File: src/hw/rtl/hbmiad_pkg.sv
// Shared types, codes and helpers of the HBM interleave address decoder.
`timescale 1ns / 1ps
package hbmiad_pkg;

  localparam int unsigned NumDiesDef = 8;
  localparam int unsigned MaxStacksDef = 16;
  localparam int unsigned MaxChannelsDef = 16;
  localparam int unsigned PaddrW = 5;
  localparam int unsigned MaxPseudo = 8;

  typedef enum logic [1:0] {
    OP_DECODE = 2'd0,
    OP_RANGE  = 2'd1,
    OP_STACK  = 2'd2,
    OP_CHAN   = 2'd3
  } opcode_e;

  typedef enum logic [2:0] {
    ST_OK        = 3'd0,
    ST_NOCFG     = 3'd1,
    ST_NOSTACK   = 3'd2,
    ST_CAPACITY  = 3'd3,
    ST_BADDIE    = 3'd4,
    ST_UNCOVERED = 3'd5,
    ST_NOCHAN    = 3'd6,
    ST_PROFILE   = 3'd7
  } status_e;

  typedef enum logic [1:0] {
    MODE_LOCAL  = 2'd0,
    MODE_NUMA   = 2'd1,
    MODE_GLOBAL = 2'd2,
    MODE_RSVD   = 2'd3
  } mode_e;

  typedef enum logic [2:0] {
    REG_ENABLE  = 3'd0,
    REG_MODE    = 3'd1,
    REG_SSTRIPE = 3'd2,
    REG_CSTRIPE = 3'd3,
    REG_PSTRIPE = 3'd4
  } reg_idx_e;

  typedef enum logic [3:0] {
    BK_IDLE,
    BK_SUM,
    BK_RANGE,
    BK_DIV_A,
    BK_DIV_B,
    BK_MUL,
    BK_PICK,
    BK_DIV_E,
    BK_DIV_F
  } bk_state_e;

  typedef struct packed {
    logic        enable;
    mode_e       mode;
    logic [31:0] stack_stripe;
    logic [31:0] chan_stripe;
    logic [31:0] pseudo_stripe;
  } cfg_t;

  typedef struct packed {
    opcode_e     op;
    logic [63:0] address;
    logic [2:0]  die;
    logic [63:0] length;
    logic [3:0]  stack_sel;
    logic [3:0]  channel_sel;
    logic [3:0]  pseudo_count;
    logic        entry_valid;
    logic        idx_ok;
  } fe_item_t;

  typedef struct packed {
    status_e     status;
    logic [2:0]  owner_die;
    logic [3:0]  stack_no;
    logic [3:0]  chan_no;
    logic [2:0]  pseudo_channel;
    logic [63:0] chan_offset;
  } result_t;

  typedef struct packed {
    logic        start;
    logic [63:0] dividend;
    logic [31:0] divisor;
  } div_req_t;

  typedef struct packed {
    logic        done;
    logic [63:0] quot;
    logic [31:0] rem;
  } div_rsp_t;

  function automatic logic [6:0] popcnt(input logic [63:0] v);
    logic [6:0] n;
    n = '0;
    for (int i = 0; i < 64; i++) begin
      n = n + 7'(v[i]);
    end
    return n;
  endfunction

endpackage

File: src/hw/rtl/hbm_interleave_address_decoder_unit.sv
// A table write's result is registered at the accepting edge; a decode runs through the scans,
// the shared radix-2 divider (start, 64 steps, done per division; up to six per decode) and two
// shift-add multiplies with a 32-bit multiplier.
// Throughput: one item at a time in the back end, the next taken the cycle after the result is
// popped; the front queue takes two more meanwhile. Reset: valid bits and masks clear at once.
`timescale 1ns / 1ps
module hbm_interleave_address_decoder_unit import hbmiad_pkg::*; #(
  parameter int unsigned NUM_DIES = NumDiesDef,
  parameter int unsigned MAX_STACKS = MaxStacksDef,
  parameter int unsigned MAX_CHANNELS = MaxChannelsDef
) (
  input  logic              clk_i,
  input  logic              rst_ni,
  input  logic              psel,
  input  logic              penable,
  input  logic              pwrite,
  input  logic [PaddrW-1:0] paddr,
  input  logic [31:0]       pwdata,
  output logic [31:0]       prdata,
  output logic              pready,
  input  logic              push,
  output logic              full,
  input  logic [1:0]        opcode_i,
  input  logic [63:0]       address_i,
  input  logic [2:0]        die_i,
  input  logic [63:0]       length_i,
  input  logic [3:0]        stack_sel_i,
  input  logic [3:0]        channel_sel_i,
  input  logic [3:0]        pseudo_count_i,
  input  logic              entry_valid_i,
  output logic              empty,
  input  logic              pop,
  output logic [2:0]        status_o,
  output logic [2:0]        home_die_o,
  output logic [3:0]        stack_id_o,
  output logic [3:0]        channel_id_o,
  output logic [2:0]        pseudo_channel_o,
  output logic [63:0]       local_address_o
);

  cfg_t     cfg_q;
  logic     wr_en;
  reg_idx_e ridx;
  logic     item_valid, item_pop, res_valid;
  fe_item_t item;
  result_t  res;

  assign pready = 1'b1;
  assign wr_en  = psel && penable && pwrite && pready;
  assign ridx   = reg_idx_e'(paddr[PaddrW-1:2]);

  always_ff @(posedge clk_i or negedge rst_ni) begin
    if (!rst_ni) begin
      cfg_q.enable        <= 1'b0;
      cfg_q.mode          <= MODE_NUMA;
      cfg_q.stack_stripe  <= 32'd4096;
      cfg_q.chan_stripe   <= 32'd256;
      cfg_q.pseudo_stripe <= 32'd64;
    end else if (wr_en) begin
      unique case (ridx)
        REG_ENABLE:  cfg_q.enable        <= pwdata[0];
        REG_MODE:    cfg_q.mode          <= mode_e'(pwdata[1:0]);
        REG_SSTRIPE: cfg_q.stack_stripe  <= pwdata;
        REG_CSTRIPE: cfg_q.chan_stripe   <= pwdata;
        REG_PSTRIPE: cfg_q.pseudo_stripe <= pwdata;
        default: ;
      endcase
    end
  end

  always_comb begin
    unique case (ridx)
      REG_ENABLE:  prdata = 32'(cfg_q.enable);
      REG_MODE:    prdata = 32'(cfg_q.mode);
      REG_SSTRIPE: prdata = cfg_q.stack_stripe;
      REG_CSTRIPE: prdata = cfg_q.chan_stripe;
      REG_PSTRIPE: prdata = cfg_q.pseudo_stripe;
      default:     prdata = '0;
    endcase
  end

  hbmiad_front #(
    .NUM_DIES    (NUM_DIES),
    .MAX_STACKS  (MAX_STACKS),
    .MAX_CHANNELS(MAX_CHANNELS)
  ) u_front (
    .clk_i         (clk_i),
    .rst_ni        (rst_ni),
    .push          (push),
    .full          (full),
    .opcode_i      (opcode_i),
    .address_i     (address_i),
    .die_i         (die_i),
    .length_i      (length_i),
    .stack_sel_i   (stack_sel_i),
    .channel_sel_i (channel_sel_i),
    .pseudo_count_i(pseudo_count_i),
    .entry_valid_i (entry_valid_i),
    .item_valid_o  (item_valid),
    .item_o        (item),
    .item_pop_i    (item_pop)
  );

  hbmiad_back #(
    .NUM_DIES    (NUM_DIES),
    .MAX_STACKS  (MAX_STACKS),
    .MAX_CHANNELS(MAX_CHANNELS)
  ) u_back (
    .clk_i       (clk_i),
    .rst_ni      (rst_ni),
    .cfg_i       (cfg_q),
    .item_valid_i(item_valid),
    .item_i      (item),
    .item_pop_o  (item_pop),
    .res_valid_o (res_valid),
    .res_o       (res),
    .res_pop_i   (pop)
  );

  assign empty            = !res_valid;
  assign status_o         = res.status;
  assign home_die_o       = res.owner_die;
  assign stack_id_o       = res.stack_no;
  assign channel_id_o     = res.chan_no;
  assign pseudo_channel_o = res.pseudo_channel;
  assign local_address_o  = res.chan_offset;

endmodule

File: src/hw/rtl/hbmiad_front.sv
// Front end: accepts items, checks the table-write indices and queues the items for the back end.
`timescale 1ns / 1ps
module hbmiad_front import hbmiad_pkg::*; #(
  parameter int unsigned NUM_DIES = NumDiesDef,
  parameter int unsigned MAX_STACKS = MaxStacksDef,
  parameter int unsigned MAX_CHANNELS = MaxChannelsDef
) (
  input  logic        clk_i,
  input  logic        rst_ni,
  input  logic        push,
  output logic        full,
  input  logic [1:0]  opcode_i,
  input  logic [63:0] address_i,
  input  logic [2:0]  die_i,
  input  logic [63:0] length_i,
  input  logic [3:0]  stack_sel_i,
  input  logic [3:0]  channel_sel_i,
  input  logic [3:0]  pseudo_count_i,
  input  logic        entry_valid_i,
  output logic        item_valid_o,
  output fe_item_t    item_o,
  input  logic        item_pop_i
);

  fe_item_t   slot_q [2];
  logic       wr_q, wr_d, rd_q, rd_d;
  logic [1:0] cnt_q, cnt_d;
  fe_item_t   cls;
  logic       do_push, do_pop;

  always_comb begin
    cls.op           = opcode_e'(opcode_i);
    cls.address      = address_i;
    cls.die          = die_i;
    cls.length       = length_i;
    cls.stack_sel    = stack_sel_i;
    cls.channel_sel  = channel_sel_i;
    cls.pseudo_count = pseudo_count_i;
    cls.entry_valid  = entry_valid_i;
    unique case (opcode_e'(opcode_i))
      OP_RANGE: cls.idx_ok = int'(die_i) < NUM_DIES;
      OP_STACK: cls.idx_ok = int'(stack_sel_i) < MAX_STACKS;
      OP_CHAN:  cls.idx_ok = (int'(stack_sel_i) < MAX_STACKS) &&
                             (int'(channel_sel_i) < MAX_CHANNELS);
      default:  cls.idx_ok = 1'b1;
    endcase
  end

  assign full         = cnt_q == 2'd2;
  assign do_push      = push && !full;
  assign item_valid_o = cnt_q != 2'd0;
  assign do_pop       = item_pop_i && item_valid_o;
  assign item_o       = slot_q[rd_q];

  always_comb begin
    wr_d  = do_push ? !wr_q : wr_q;
    rd_d  = do_pop ? !rd_q : rd_q;
    cnt_d = cnt_q + 2'(do_push) - 2'(do_pop);
  end

  always_ff @(posedge clk_i or negedge rst_ni) begin
    if (!rst_ni) begin
      wr_q  <= 1'b0;
      rd_q  <= 1'b0;
      cnt_q <= 2'd0;
    end else begin
      wr_q  <= wr_d;
      rd_q  <= rd_d;
      cnt_q <= cnt_d;
    end
  end

  always_ff @(posedge clk_i) begin
    if (do_push) begin
      slot_q[wr_q] <= cls;
    end
  end

endmodule

File: src/hw/rtl/hbmiad_div.sv
// Shared radix-2 restoring divider, 64-bit dividend by 32-bit divisor.
`timescale 1ns / 1ps
module hbmiad_div import hbmiad_pkg::*; (
  input  logic     clk_i,
  input  logic     rst_ni,
  input  div_req_t req_i,
  output div_rsp_t rsp_o
);

  logic        busy_q, done_q;
  logic [5:0]  cnt_q;
  logic [63:0] quo_q;
  logic [31:0] rem_q, dvs_q;
  logic [32:0] sh, diff;
  logic        ge;

  assign sh   = {rem_q, quo_q[63]};
  assign ge   = sh >= {1'b0, dvs_q};
  assign diff = sh - {1'b0, dvs_q};

  always_ff @(posedge clk_i or negedge rst_ni) begin
    if (!rst_ni) begin
      busy_q <= 1'b0;
      done_q <= 1'b0;
      cnt_q  <= '0;
    end else begin
      done_q <= 1'b0;
      if (!busy_q && req_i.start) begin
        busy_q <= 1'b1;
        cnt_q  <= '0;
      end else if (busy_q) begin
        cnt_q <= cnt_q + 6'd1;
        if (cnt_q == 6'd63) begin
          busy_q <= 1'b0;
          done_q <= 1'b1;
        end
      end
    end
  end

  always_ff @(posedge clk_i) begin
    if (!busy_q && req_i.start) begin
      quo_q <= req_i.dividend;
      rem_q <= '0;
      dvs_q <= req_i.divisor;
    end else if (busy_q) begin
      // one quotient bit per cycle, msb first
      rem_q <= ge ? diff[31:0] : sh[31:0];
      quo_q <= {quo_q[62:0], ge};
    end
  end

  assign rsp_o.done = done_q;
  assign rsp_o.quot = quo_q;
  assign rsp_o.rem  = rem_q;

endmodule

File: src/hw/rtl/hbmiad_back.sv
// Back end: tables, decode sequencer around the shared divider, result register.
`timescale 1ns / 1ps
module hbmiad_back import hbmiad_pkg::*; #(
  parameter int unsigned NUM_DIES = NumDiesDef,
  parameter int unsigned MAX_STACKS = MaxStacksDef,
  parameter int unsigned MAX_CHANNELS = MaxChannelsDef
) (
  input  logic     clk_i,
  input  logic     rst_ni,
  input  cfg_t     cfg_i,
  input  logic     item_valid_i,
  input  fe_item_t item_i,
  output logic     item_pop_o,
  output logic     res_valid_o,
  output result_t  res_o,
  input  logic     res_pop_i
);

  localparam int unsigned DW = (NUM_DIES > 1) ? $clog2(NUM_DIES) : 1;
  localparam int unsigned SW = (MAX_STACKS > 1) ? $clog2(MAX_STACKS) : 1;
  localparam int unsigned CW = (MAX_CHANNELS > 1) ? $clog2(MAX_CHANNELS) : 1;
  localparam int unsigned NM = (MAX_STACKS > MAX_CHANNELS) ? MAX_STACKS : MAX_CHANNELS;
  localparam int unsigned XW = (NM > 1) ? $clog2(NM) : 1;

  // tables
  logic [63:0]             range_base_q [NUM_DIES];
  logic [63:0]             range_size_q [NUM_DIES];
  logic [NUM_DIES-1:0]     range_valid_q;
  logic [MAX_STACKS-1:0]   stack_valid_q;
  logic [2:0]              stack_owner_q [MAX_STACKS];
  logic [63:0]             stack_cap_q [MAX_STACKS];
  logic [3:0]              stack_pc_q [MAX_STACKS];
  logic [MAX_CHANNELS-1:0] chan_mask_q [MAX_STACKS];

  bk_state_e   state_q, state_d;
  logic [63:0] addr_q, addr_d, off_q, off_d, total_q, total_d;
  logic [63:0] idx_q, idx_d, q_q, q_d, acc_q, acc_d, mcand_q, mcand_d;
  logic [31:0] intra_q, intra_d, mplier_q, mplier_d;
  logic [2:0]  die_q, die_d, home_q, home_d;
  logic [6:0]  n_q, n_d, lane_q, lane_d, seen_q, seen_d;
  logic [NM-1:0] mask_q, mask_d;
  logic [XW-1:0] pcnt_q, pcnt_d;
  logic [SW-1:0] scnt_q, scnt_d, st_q, st_d;
  logic [DW-1:0] dcnt_q, dcnt_d;
  logic [XW-1:0] ch_q, ch_d;
  logic [3:0]  pc_q, pc_d;
  logic [4:0]  mcnt_q, mcnt_d;
  logic        phase_q, phase_d, dw_q, dw_d;
  logic        res_valid_q, res_valid_d;
  result_t     res_q, res_d;

  div_req_t div_req;
  div_rsp_t div_rsp;

  logic        cfg_bad, take, fin;
  logic [MAX_STACKS-1:0] die_mask;
  logic [6:0]  ns_all, ns_die, nc;
  logic [64:0] sum65;
  logic [63:0] cur_cap, new_total, rbase, rsize, rdiff;
  logic        scan_last, ovf, hit, range_last, bit_here, found, pc_bad;
  logic [31:0] stripe_cur;
  logic [SW-1:0] pick_st;
  logic [MAX_CHANNELS-1:0] chm;
  logic        div_st;

  hbmiad_div u_div (
    .clk_i (clk_i),
    .rst_ni(rst_ni),
    .req_i (div_req),
    .rsp_o (div_rsp)
  );

  assign cfg_bad = !cfg_i.enable || (cfg_i.mode == MODE_RSVD) || (cfg_i.stack_stripe == '0) ||
                   (cfg_i.chan_stripe == '0) || (cfg_i.pseudo_stripe == '0);
  assign take    = (state_q == BK_IDLE) && item_valid_i && !res_valid_q;
  assign item_pop_o = take;

  always_comb begin
    for (int s = 0; s < MAX_STACKS; s++) begin
      die_mask[s] = stack_valid_q[s] && (7'(stack_owner_q[s]) == 7'(dcnt_q));
    end
  end
  assign ns_all = popcnt(64'(stack_valid_q));
  assign ns_die = popcnt(64'(die_mask));

  assign cur_cap   = stack_cap_q[scnt_q];
  assign sum65     = {1'b0, total_q} + {1'b0, cur_cap};
  assign ovf       = stack_valid_q[scnt_q] && sum65[64];
  assign new_total = stack_valid_q[scnt_q] ? sum65[63:0] : total_q;
  assign scan_last = scnt_q == SW'(MAX_STACKS - 1);

  assign rbase = range_base_q[dcnt_q];
  assign rsize = range_size_q[dcnt_q];
  assign rdiff = addr_q - rbase;
  assign hit   = range_valid_q[dcnt_q] &&
                 ((cfg_i.mode != MODE_LOCAL) || (7'(dcnt_q) == 7'(die_q))) &&
                 (addr_q >= rbase) && (rdiff < rsize);
  assign range_last = dcnt_q == DW'(NUM_DIES - 1);

  assign stripe_cur = phase_q ? cfg_i.chan_stripe : cfg_i.stack_stripe;
  assign bit_here   = mask_q[pcnt_q];
  assign found      = bit_here && (seen_q == lane_q);
  assign pick_st    = SW'(pcnt_q);
  assign chm        = chan_mask_q[pick_st];
  assign nc         = popcnt(64'(chm));
  assign pc_bad     = (stack_pc_q[pick_st] == 4'd0) || (int'(stack_pc_q[pick_st]) > MaxPseudo);

  assign div_st = (state_q == BK_DIV_A) || (state_q == BK_DIV_B) ||
                  (state_q == BK_DIV_E) || (state_q == BK_DIV_F);

  // next state
  always_comb begin
    state_d = state_q;
    unique case (state_q)
      BK_IDLE: begin
        if (take && (item_i.op == OP_DECODE) && !cfg_bad) begin
          if (cfg_i.mode == MODE_GLOBAL) begin
            if (ns_all != 7'd0) state_d = BK_SUM;
          end else if (!((cfg_i.mode == MODE_LOCAL) && (int'(item_i.die) >= NUM_DIES))) begin
            state_d = BK_RANGE;
          end
        end
      end
      BK_SUM: begin
        if (ovf) state_d = BK_IDLE;
        else if (scan_last) state_d = (addr_q >= new_total) ? BK_IDLE : BK_DIV_A;
      end
      BK_RANGE: begin
        if (hit) state_d = (ns_die == 7'd0) ? BK_IDLE : BK_DIV_A;
        else if (range_last) state_d = BK_IDLE;
      end
      BK_DIV_A: if (div_rsp.done) state_d = BK_DIV_B;
      BK_DIV_B: if (div_rsp.done) state_d = BK_MUL;
      BK_MUL:   if (mcnt_q == 5'd31) state_d = BK_PICK;
      BK_PICK: begin
        if (found) begin
          if (phase_q) state_d = BK_DIV_E;
          else if ((nc == 7'd0) || pc_bad) state_d = BK_IDLE;
          else state_d = BK_DIV_A;
        end
      end
      BK_DIV_E: if (div_rsp.done) state_d = BK_DIV_F;
      BK_DIV_F: if (div_rsp.done) state_d = BK_IDLE;
      default:  state_d = BK_IDLE;
    endcase
  end

  // datapath and outputs
  always_comb begin
    addr_d = addr_q;   off_d = off_q;     total_d = total_q;  idx_d = idx_q;
    q_d = q_q;         acc_d = acc_q;     mcand_d = mcand_q;  intra_d = intra_q;
    mplier_d = mplier_q; die_d = die_q;   home_d = home_q;    n_d = n_q;
    lane_d = lane_q;   seen_d = seen_q;   mask_d = mask_q;    pcnt_d = pcnt_q;
    scnt_d = scnt_q;   dcnt_d = dcnt_q;   st_d = st_q;        ch_d = ch_q;
    pc_d = pc_q;       mcnt_d = mcnt_q;   phase_d = phase_q;
    res_d = res_q;
    fin = 1'b0;
    res_valid_d = res_valid_q && !res_pop_i;
    dw_d = div_rsp.done ? 1'b0 : (dw_q || (div_st && !dw_q));

    div_req.start    = div_st && !dw_q;
    div_req.dividend = off_q;
    div_req.divisor  = stripe_cur;
    unique case (state_q)
      BK_DIV_B: begin
        div_req.dividend = idx_q;
        div_req.divisor  = 32'(n_q);
      end
      BK_DIV_E: begin
        div_req.dividend = acc_q;
        div_req.divisor  = cfg_i.pseudo_stripe;
      end
      BK_DIV_F: begin
        div_req.dividend = q_q;
        div_req.divisor  = 32'(pc_q);
      end
      default: ;
    endcase

    unique case (state_q)
      BK_IDLE: begin
        if (take) begin
          res_d       = '0;
          res_valid_d = 1'b1;
          addr_d      = item_i.address;
          die_d       = item_i.die;
          phase_d     = 1'b0;
          scnt_d      = '0;
          dcnt_d      = '0;
          total_d     = '0;
          if (item_i.op == OP_DECODE) begin
            res_valid_d = 1'b0;
            if (cfg_bad) begin
              res_d.status = ST_NOCFG;
              res_valid_d  = 1'b1;
            end else if (cfg_i.mode == MODE_GLOBAL) begin
              mask_d = NM'(stack_valid_q);
              n_d    = ns_all;
              if (ns_all == 7'd0) begin
                res_d.status = ST_NOSTACK;
                res_valid_d  = 1'b1;
              end
            end else if ((cfg_i.mode == MODE_LOCAL) && (int'(item_i.die) >= NUM_DIES)) begin
              res_d.status = ST_BADDIE;
              res_valid_d  = 1'b1;
            end
          end
        end
      end
      BK_SUM: begin
        total_d = new_total;
        scnt_d  = scnt_q + SW'(1);
        off_d   = addr_q;
        if (ovf || (scan_last && (addr_q >= new_total))) begin
          res_d.status = ST_CAPACITY;
          fin = 1'b1;
        end
      end
      BK_RANGE: begin
        if (hit) begin
          off_d  = rdiff;
          home_d = 3'(dcnt_q);
          mask_d = NM'(die_mask);
          n_d    = ns_die;
          if (ns_die == 7'd0) begin
            res_d.status = ST_NOSTACK;
            fin = 1'b1;
          end
        end else begin
          dcnt_d = dcnt_q + DW'(1);
          if (range_last) begin
            res_d.status = ST_UNCOVERED;
            fin = 1'b1;
          end
        end
      end
      BK_DIV_A: begin
        if (div_rsp.done) begin
          idx_d   = div_rsp.quot;
          intra_d = div_rsp.rem;
        end
      end
      BK_DIV_B: begin
        if (div_rsp.done) begin
          lane_d   = 7'(div_rsp.rem);
          acc_d    = 64'(intra_q);
          mcand_d  = div_rsp.quot;
          mplier_d = stripe_cur;
          mcnt_d   = '0;
        end
      end
      BK_MUL: begin
        // shift-add: one multiplier bit per cycle
        if (mplier_q[0]) acc_d = acc_q + mcand_q;
        mcand_d  = {mcand_q[62:0], 1'b0};
        mplier_d = {1'b0, mplier_q[31:1]};
        mcnt_d   = mcnt_q + 5'd1;
        pcnt_d   = '0;
        seen_d   = '0;
      end
      BK_PICK: begin
        pcnt_d = pcnt_q + XW'(1);
        if (bit_here && !found) seen_d = seen_q + 7'd1;
        if (found) begin
          if (phase_q) begin
            ch_d = pcnt_q;
          end else begin
            st_d = pick_st;
            if (cfg_i.mode == MODE_GLOBAL) home_d = stack_owner_q[pick_st];
            off_d   = acc_q;
            n_d     = nc;
            mask_d  = NM'(chm);
            pc_d    = stack_pc_q[pick_st];
            phase_d = 1'b1;
            if (nc == 7'd0) begin
              res_d.status = ST_NOCHAN;
              fin = 1'b1;
            end else if (pc_bad) begin
              res_d.status = ST_PROFILE;
              fin = 1'b1;
            end
          end
        end
      end
      BK_DIV_E: if (div_rsp.done) q_d = div_rsp.quot;
      BK_DIV_F: begin
        if (div_rsp.done) begin
          res_d.status         = ST_OK;
          res_d.owner_die      = home_q;
          res_d.stack_no       = 4'(st_q);
          res_d.chan_no        = 4'(ch_q);
          res_d.pseudo_channel = div_rsp.rem[2:0];
          res_d.chan_offset    = acc_q;
          res_valid_d          = 1'b1;
        end
      end
      default: ;
    endcase
    if (fin) res_valid_d = 1'b1;
  end

  always_ff @(posedge clk_i or negedge rst_ni) begin
    if (!rst_ni) begin
      state_q       <= BK_IDLE;
      res_valid_q   <= 1'b0;
      dw_q          <= 1'b0;
      range_valid_q <= '0;
      stack_valid_q <= '0;
      for (int s = 0; s < MAX_STACKS; s++) chan_mask_q[s] <= '0;
    end else begin
      state_q     <= state_d;
      res_valid_q <= res_valid_d;
      dw_q        <= dw_d;
      if (take && item_i.idx_ok) begin
        unique case (item_i.op)
          OP_RANGE: range_valid_q[DW'(item_i.die)] <= item_i.entry_valid;
          OP_STACK: stack_valid_q[SW'(item_i.stack_sel)] <= item_i.entry_valid;
          OP_CHAN: begin
            chan_mask_q[SW'(item_i.stack_sel)][CW'(item_i.channel_sel)] <= item_i.entry_valid;
          end
          default: ;
        endcase
      end
    end
  end

  always_ff @(posedge clk_i) begin
    addr_q <= addr_d;   off_q <= off_d;     total_q <= total_d;  idx_q <= idx_d;
    q_q <= q_d;         acc_q <= acc_d;     mcand_q <= mcand_d;  intra_q <= intra_d;
    mplier_q <= mplier_d; die_q <= die_d;   home_q <= home_d;    n_q <= n_d;
    lane_q <= lane_d;   seen_q <= seen_d;   mask_q <= mask_d;    pcnt_q <= pcnt_d;
    scnt_q <= scnt_d;   dcnt_q <= dcnt_d;   st_q <= st_d;        ch_q <= ch_d;
    pc_q <= pc_d;       mcnt_q <= mcnt_d;   phase_q <= phase_d;  res_q <= res_d;
    if (take && item_i.idx_ok) begin
      if (item_i.op == OP_RANGE) begin
        range_base_q[DW'(item_i.die)] <= item_i.address;
        range_size_q[DW'(item_i.die)] <= item_i.length;
      end
      if ((item_i.op == OP_STACK) && item_i.entry_valid) begin
        stack_owner_q[SW'(item_i.stack_sel)] <= item_i.die;
        stack_cap_q[SW'(item_i.stack_sel)]   <= item_i.length;
        stack_pc_q[SW'(item_i.stack_sel)]    <= item_i.pseudo_count;
      end
    end
  end

  assign res_valid_o = res_valid_q;
  assign res_o       = res_q;

endmodule

File: config.mk
export PLATFORM = sky130hd
export DESIGN_NAME = hbm_interleave_address_decoder_unit
export DESIGN_NICKNAME = d
export VERILOG_FILES = /design/src/hw/rtl/hbmiad_pkg.sv /design/src/hw/rtl/hbm_interleave_address_decoder_unit.sv /design/src/hw/rtl/hbmiad_front.sv /design/src/hw/rtl/hbmiad_div.sv /design/src/hw/rtl/hbmiad_back.sv
export SDC_FILE = /design/constraint.sdc
export NUM_CORES = 2
export LEC_CHECK = 0
export BUFFER_PORTS_ARGS = -buffer_cell sky130_fd_sc_hd__buf_2
export CAP_MARGIN = 25
export CORE_MARGIN = 4
export CORE_UTILIZATION = 55
export CTS_BUF_LIST = sky130_fd_sc_hd__clkbuf_8 sky130_fd_sc_hd__clkbuf_16
export CTS_CLUSTER_SIZE = 40
export DETAILED_ROUTE_END_ITERATION = 6
export PLACE_DENSITY = 0.78
export SYNTH_ARGS = -nofsm -noshare
export SYNTH_HDL_FRONTEND = slang
export SYNTH_SLANG_ARGS = --single-unit
File: constraint.sdc
create_clock -name clk_i -period 27.8 [get_ports clk_i]
set_input_delay 1.39 -clock clk_i [delete_from_list [all_inputs] [get_ports clk_i]]
set_output_delay 1.39 -clock clk_i [all_outputs]
set_load 0.05 [all_outputs]
Word-level counts from Yosys, hierarchy flattened

Memories as Yosys holds them, arrays and structs flattened. A register that Yosys moved wholly into a read port is not among the register bits.
Cells that the tools add are included.

Reduce and logical (&&, ||, !) cells: 112
Add/sub/neg operators: 57
Multiplexer cells: 147
Equal/unequal tests: 63
Bitwise logic cells: 3
Magnitude comparators: 17

Operators with widths:

| operator                                   | number |
|---|---|
| 64-bit two-way mux                         | 10 |
| 64-bit one-hot mux with 2 select lines     | 3 |
| 7-bit by 1-bit adder with 7-bit output     | 42 |
| 96-bit one-hot mux with 3 select lines     | 1 |
| 256-bit bitwise mux                        | 1 |
| 64-bit one-hot mux with 3 select lines     | 1 |
| 81-bit two-way mux                         | 2 |
| 16-bit two-way mux                         | 10 |
| 32-bit one-hot mux with 5 select lines     | 1 |
| 78-bit one-hot mux with 2 select lines     | 1 |
| 64-bit >= comparator                       | 2 |
| 32-bit logical NOT                         | 3 |
| 32-bit two-way mux                         | 3 |
| 4-bit two-way mux                          | 18 |
| 64-bit by 64-bit adder with 65-bit output  | 1 |
| 64-bit adder                               | 1 |
| 16-bit binary-select mux with 4-bit select | 1 |
| 16-bit demux with 4-bit select             | 1 |
| 64-bit less-than comparator                | 1 |
| 32-bit one-hot mux with 2 select lines     | 1 |
| 64-bit subtractor                          | 1 |
| 3-bit two-way mux                          | 19 |
| 7-bit two-way mux                          | 8 |
| 3-bit equality test                        | 17 |
| other kinds (74)                           | 250 |

Logic and storage cells: 469
Memory bits (writable): 2452
Memories: 6
Flip-flop bits (word level): 1190
Bits of input ports: 190
Output and inout bits: 116

Memories:

| name                 | words | width | read ports | clocked after Yosys merged registers in | write ports | RTL line           | RTL |
|---|---|---|---|---|---|---|---|
| u_back.stack_cap_q   | 16    | 64    | 1          | 1                                       | 1           | hbmiad_back.sv:31  | `logic [63:0] stack_cap_q [MAX_STACKS];` |
| u_back.range_base_q  | 8     | 64    | 1          | 1                                       | 1           | hbmiad_back.sv:26  | `logic [63:0] range_base_q [NUM_DIES];` |
| u_back.range_size_q  | 8     | 64    | 1          | 1                                       | 1           | hbmiad_back.sv:27  | `logic [63:0] range_size_q [NUM_DIES];` |
| u_front.slot_q       | 2     | 146   | 1          | 0                                       | 1           | hbmiad_front.sv:25 | `fe_item_t slot_q [2];` |
| u_back.stack_pc_q    | 16    | 4     | 1          | 1                                       | 1           | hbmiad_back.sv:32  | `logic [3:0] stack_pc_q [MAX_STACKS];` |
| u_back.stack_owner_q | 16    | 3     | 17         | 1                                       | 1           | hbmiad_back.sv:30  | `logic [2:0] stack_owner_q [MAX_STACKS];` |

Longest topological paths before layout

Depth after elaboration: 25
Gate-level depth with buffers: 30
Mapped depth without buffers: 27

Modules after synthesis

From an unflattened synthesis, not the netlist that was laid out.

Cell total of the unflattened synthesis: 10313
Area, all modules: 162161.8 sq um

Modules (own cells, without submodules):

| module                              | area each (sq um) | instances | seq. area each (sq um) | cells an instance |
|---|---|---|---|---|
| hbmiad_back                         | 138992.1          | 1         | 92148.4                | 8742 |
| hbmiad_front                        | 10800.4           | 1         | 8868.5                 | 474 |
| hbmiad_div                          | 7529.7            | 1         | 3723.6                 | 793 |
| hbm_interleave_address_decoder_unit | 4839.6            | 1         | 2482.4                 | 304 |

Worst setup path after synthesis

No wires, ideal clock.

Kind: reg-to-reg
Start point: register (tool-made name)
End point: register u_back.off_q[0], enable pin
Data required time: 27.216 ns
Stages on the path, launching flop included: 29
Setup slack: 16.005 ns
Library setup time: 0.584 ns
Period minus slack after synthesis: 11.795 ns
Buffers on the path: 5
Arrival time: 11.211 ns
Path through: dfxtp_1 -> clkbuf_1 -> clkbuf_1 -> buf_1 -> buf_1 -> mux4_2 -> mux2i_1 -> ha_1 -> clkbuf_2 -> a21oi_2 -> o21ai_0 -> or3_1 -> a311oi_1 -> a21oi_1 -> o21ai_1 -> nand2b_2 -> o21ai_1 -> o21ai_0 -> xor2_1 -> ha_1 -> a21o_1 -> a21o_1 -> a2111oi_0 -> o211ai_1 -> nor2_1 -> a31oi_1 -> a221oi_4 -> a21oi_1 -> a21boi_0

RTL lines:

| element              | RTL line           | RTL |
|---|---|---|
| end signal, assigned | hbmiad_back.sv:328 | `addr_q <= addr_d; off_q <= off_d; total_q <= total_d; idx_q <= idx_d;` |
| end, declared        | hbmiad_back.sv:36  | `logic [63:0] addr_q, addr_d, off_q, off_d, total_q, total_d;` |

==> impl_metrics.json <==
{
  "instances_no_fill": 14530,
  "holdPathStages": 0,
  "drv_cap": 0,
  "portBuffers": 302,
  "cts_tree": "yes",
  "cts_made_buffers": 365,
  "dp_hpwl_um": 271700,
  "synth_edf_count": 3211,
  "syn_inst": 10170,
  "viasPerCell": 6.639,
  "fin_crit_ns": 10.82,
  "cts_root_buf": "clkbuf_16",
  "drive_gt1_share_pct": 19.25,
  "htreeDepth": 5,
  "synth_async_sr_flop_share_pct": 10.87,
  "synth_top_flop_cell": "edfxtp_1",
  "drc": 1,
  "antenna_found_initial": 27,
  "max_slew.worst_pin.slew_ns": 1.290,
  "grt_pass1_vias": 95000,
  "p_leak_nw": 62.77,
  "grt_max_degree": 201,
  "drtIter0Drc": 14270,
  "vdd_drop_max_mv": 0.1239,
  "finalHoldViolations": 0,
  "critical_path_required_ns": 28.31,
  "finalCritPeriodShare_pct": 38.93,
  "finalSetupTns_ns": 0,
  "n_fill_cell": 19970,
  "netlist_area_sq_um": 159600,
  "busiest_layer": "met2",
  "timing.slew.headroom_pct": 13.99,
  "drv_slew": 0,
  "ys_warn_count": 0,
  "status": "complete, but fails checks",
  "slowest_delay_ns": 0.87,
  "fp-row-count": 197,
  "synth.net_count": 10770,
  "die-area_sq_um": 299000,
  "core_sq_um": 288400,
  "r2r-end": "u_back.off_q[23]$_DFFE_PP_",
  "multi_input_area_sq_um": 49950,
  "cts_buffer_depth": 4,
  "path_clk_slew_ns": 0.06,
  "overflow": 0,
  "wl_per_cell_um": 29.89,
  "hp-class": "reg2reg",
  "dp_cells": 13830,
  "grt_use_met3_pct": 4.834,
  "grtUsageMet2_pct": 45.01,
  "power.total_mw": 20.90,
  "clkLatencyLatePin_ns": 0.96,
  "post_cts_buffers": 0,
  "synth_seq_cells": 3651,
  "finalSetupViolCount": 0,
  "fmax_mhz": 92.40,
  "violations": "DRC",
  "rsz0062_at_grt": "no",
  "r2r_cells": 26,
  "regArea_sq_um": 107300,
  "cp-start-kind": "flip-flop",
  "setup.worst_path.end_class": "flip-flop",
  "fp.dieH_um": 546.8,
  "layout.nets": 11040,
  "num_vias": 96490,
  "hold_path_startpoint": "u_back.u_div.quo_q[10]$_DFFE_PP_",
  "cp_max_fo": 68,
  "wirelength_um": 434500,
  "yosysSeqAreaShare_pct": 67.16,
  "gr-usage-met1_pct": 41.48,
  "holdBufCountCts": 0,
  "clock_skew_ns": 0.08105,
  "path_class": "reg2reg",
  "arrival_ns": 11.33,
  "avgSynthCellArea_sq_um": 15.70,
  "top_level_ports": 306,
  "ys_types": 98,
  "antenna_left": 0,
  "grt_usage_pct": 28.59,
  "gp_congestion": 0.9473,
  "slowest_stage": "buf_4",
  "holdPathEnd": "u_back.q_q[10]$_DFFE_PP_",
  "area_growth_pct": 11.35,
  "dr.pass1.iters": 7,
  "power_density_nw_per_um2": 117.6,
  "cts_resized": 0,
  "start_util_pct": 55.36,
  "die_w_um": 546.8,
  "grt_pass1_wl_um": 640300,
  "rrSetupSlack_ns": 16.98,
  "cts_sinks": 3651
}
[synth_stat cells (35+ instances only)]
cell type | n | area [sq um]
nand2_1 | 728 | 2733
clkbuf_1 | 472 | 1772
mux4_2 | 653 | 14710
nor2b_1 | 45 | 281.5
nand3_1 | 120 | 600.6
nor3_1 | 62 | 310.3
xnor2_1 | 155 | 1358
nor4_1 | 52 | 325.3
edfxtp_1 | 3211 | 96420
nand2b_1 | 40 | 250.2
ha_1 | 375 | 4692
dfrtp_1 | 393 | 9834
mux2i_1 | 342 | 3423
a21oi_1 | 646 | 3233
and3_1 | 41 | 256.5
nand4_1 | 89 | 556.8
buf_1 | 75 | 281.5
and2_1 | 106 | 663.1
o21a_1 | 39 | 292.8
a222oi_1 | 68 | 680.7
o21bai_1 | 39 | 292.8
a31oi_1 | 369 | 2308
inv_1 | 192 | 720.7
o21ai_0 | 350 | 1752
a221oi_1 | 35 | 306.5
mux2_2 | 259 | 2917
dfxtp_1 | 43 | 860.8
xor2_1 | 114 | 998.5
a21o_1 | 155 | 1164
nor2_1 | 495 | 1858
[cell families after synthesis]
group	after synthesis	share of synthesized area, %
buffers and inverters	775	1.858
DFF	3651	67.16
and+or+nand+nor	1838	5.186
adders and majority gates	409	3.365
other	1	0.002349
muxes	1255	13.19
AOI/OAI and AO/OA	1973	7.761
xor gates and xnor gates	269	1.476
[report_power, final]
group	leakage [nW]	switching (mW)	total [mW]	internal, mW
Sequential	34.9	0.471	7.56	7.09
Combinational	21.8	5.30	8.47	3.16
Clock	6.12	2.18	4.88	2.70
Total	62.8	7.95	20.9	12.9
[area by class of cell]
class,count,share of cell area (%)
inverters,194,0.4117
well taps,3781,2.661
multi-input cells,5745,28.10
flip-flops and latches,3651,60.33
diodes,13,0.01830
clock inverters,292,1.426
repair buffers,480,1.793
clock buffers,378,5.258
[registers in the layout, indices dropped and copies added (netlist names), 81 cells and up, named ones only]
signal	count
u_back.res_o	81
u_front.slot_q	292
cfg_q	99
u_back.range_size_q	512
u_back.range_base_q	512
u_back.stack_cap_q	1024
u_back.chan_mask_q	256
[layout by cell type (no fill, tap or decap), drive strengths merged, types with 26 or more instances in the layout]
cell type and count:
o21ai 361, dfxtp 43, a211oi 30, nand4 89, a31oi 371, nor3 62
mux2i 342, mux4 653, nand2b 41, a21oi 647, clkbuf 378, buf 480
nor4 52, ha 375, nor2b 45, and3 41, a21o 155, a221oi 40
xor2 114, inv 287, nand3 120, and2 106, nand2 728, clkinv 166
a222oi 68, fa 34, dfrtp 393, xnor2 155, mux2 260, edfxtp 3211
nor2 495, o21a 39, o21bai 39, o31ai 26
[per-stage QoR]
| stage | cell area, sq um | hold slack, ns | util [%] | worst slack [ns] |
|---|---|---|---|---|
| 6_report | 177800 | 0.4883 | 61.64 | 16.98 |
| 3_5_place_dp | 165500 | 0.4777 | 57.39 | 17.08 |
| 4_1_cts | 177400 | 0.4892 | 61.51 | 16.93 |
| 2_1_floorplan | 159600 | 0.4342 | - | 16.01 |
| 3_3_place_gp | 165400 | 0.4710 | 57.36 | 17.11 |
| 5_1_grt | 177700 | 0.5046 | 61.63 | 16.72 |
[layer usage]
metal	vias to the layer above	share of wire (%)
met1	49020	39
met5	-	0.017
met3	806	10
met4	10	3.2
li1	40650	-
met2	6002	47
[worst max-delay path by stage]
stage | endpoint | slack, ns
floorplan | u_back.off_q[0]$_DFFE_PP_ | 16.01
global route | u_back.off_q[14]$_DFFE_PP_ | 16.72
finish | u_back.off_q[23]$_DFFE_PP_ | 16.98
CTS | u_back.off_q[14]$_DFFE_PP_ | 16.93
global placement | u_back.off_q[22]$_DFFE_PP_ | 17.11
detailed placement | u_back.off_q[23]$_DFFE_PP_ | 17.08
[critical path, delay by kind of cell, from the launching register on]
family	cells	cell delay, ns
AOI/OAI and AO/OA	15	4.93
buffers and inverters	3	2.15
and+or+nand+nor	3	0.80
DFF	1	0.74
muxes	2	0.70
adders and majority gates	2	0.69
xor gates and xnor gates	1	0.23
(Power assumes the default switching activity.)
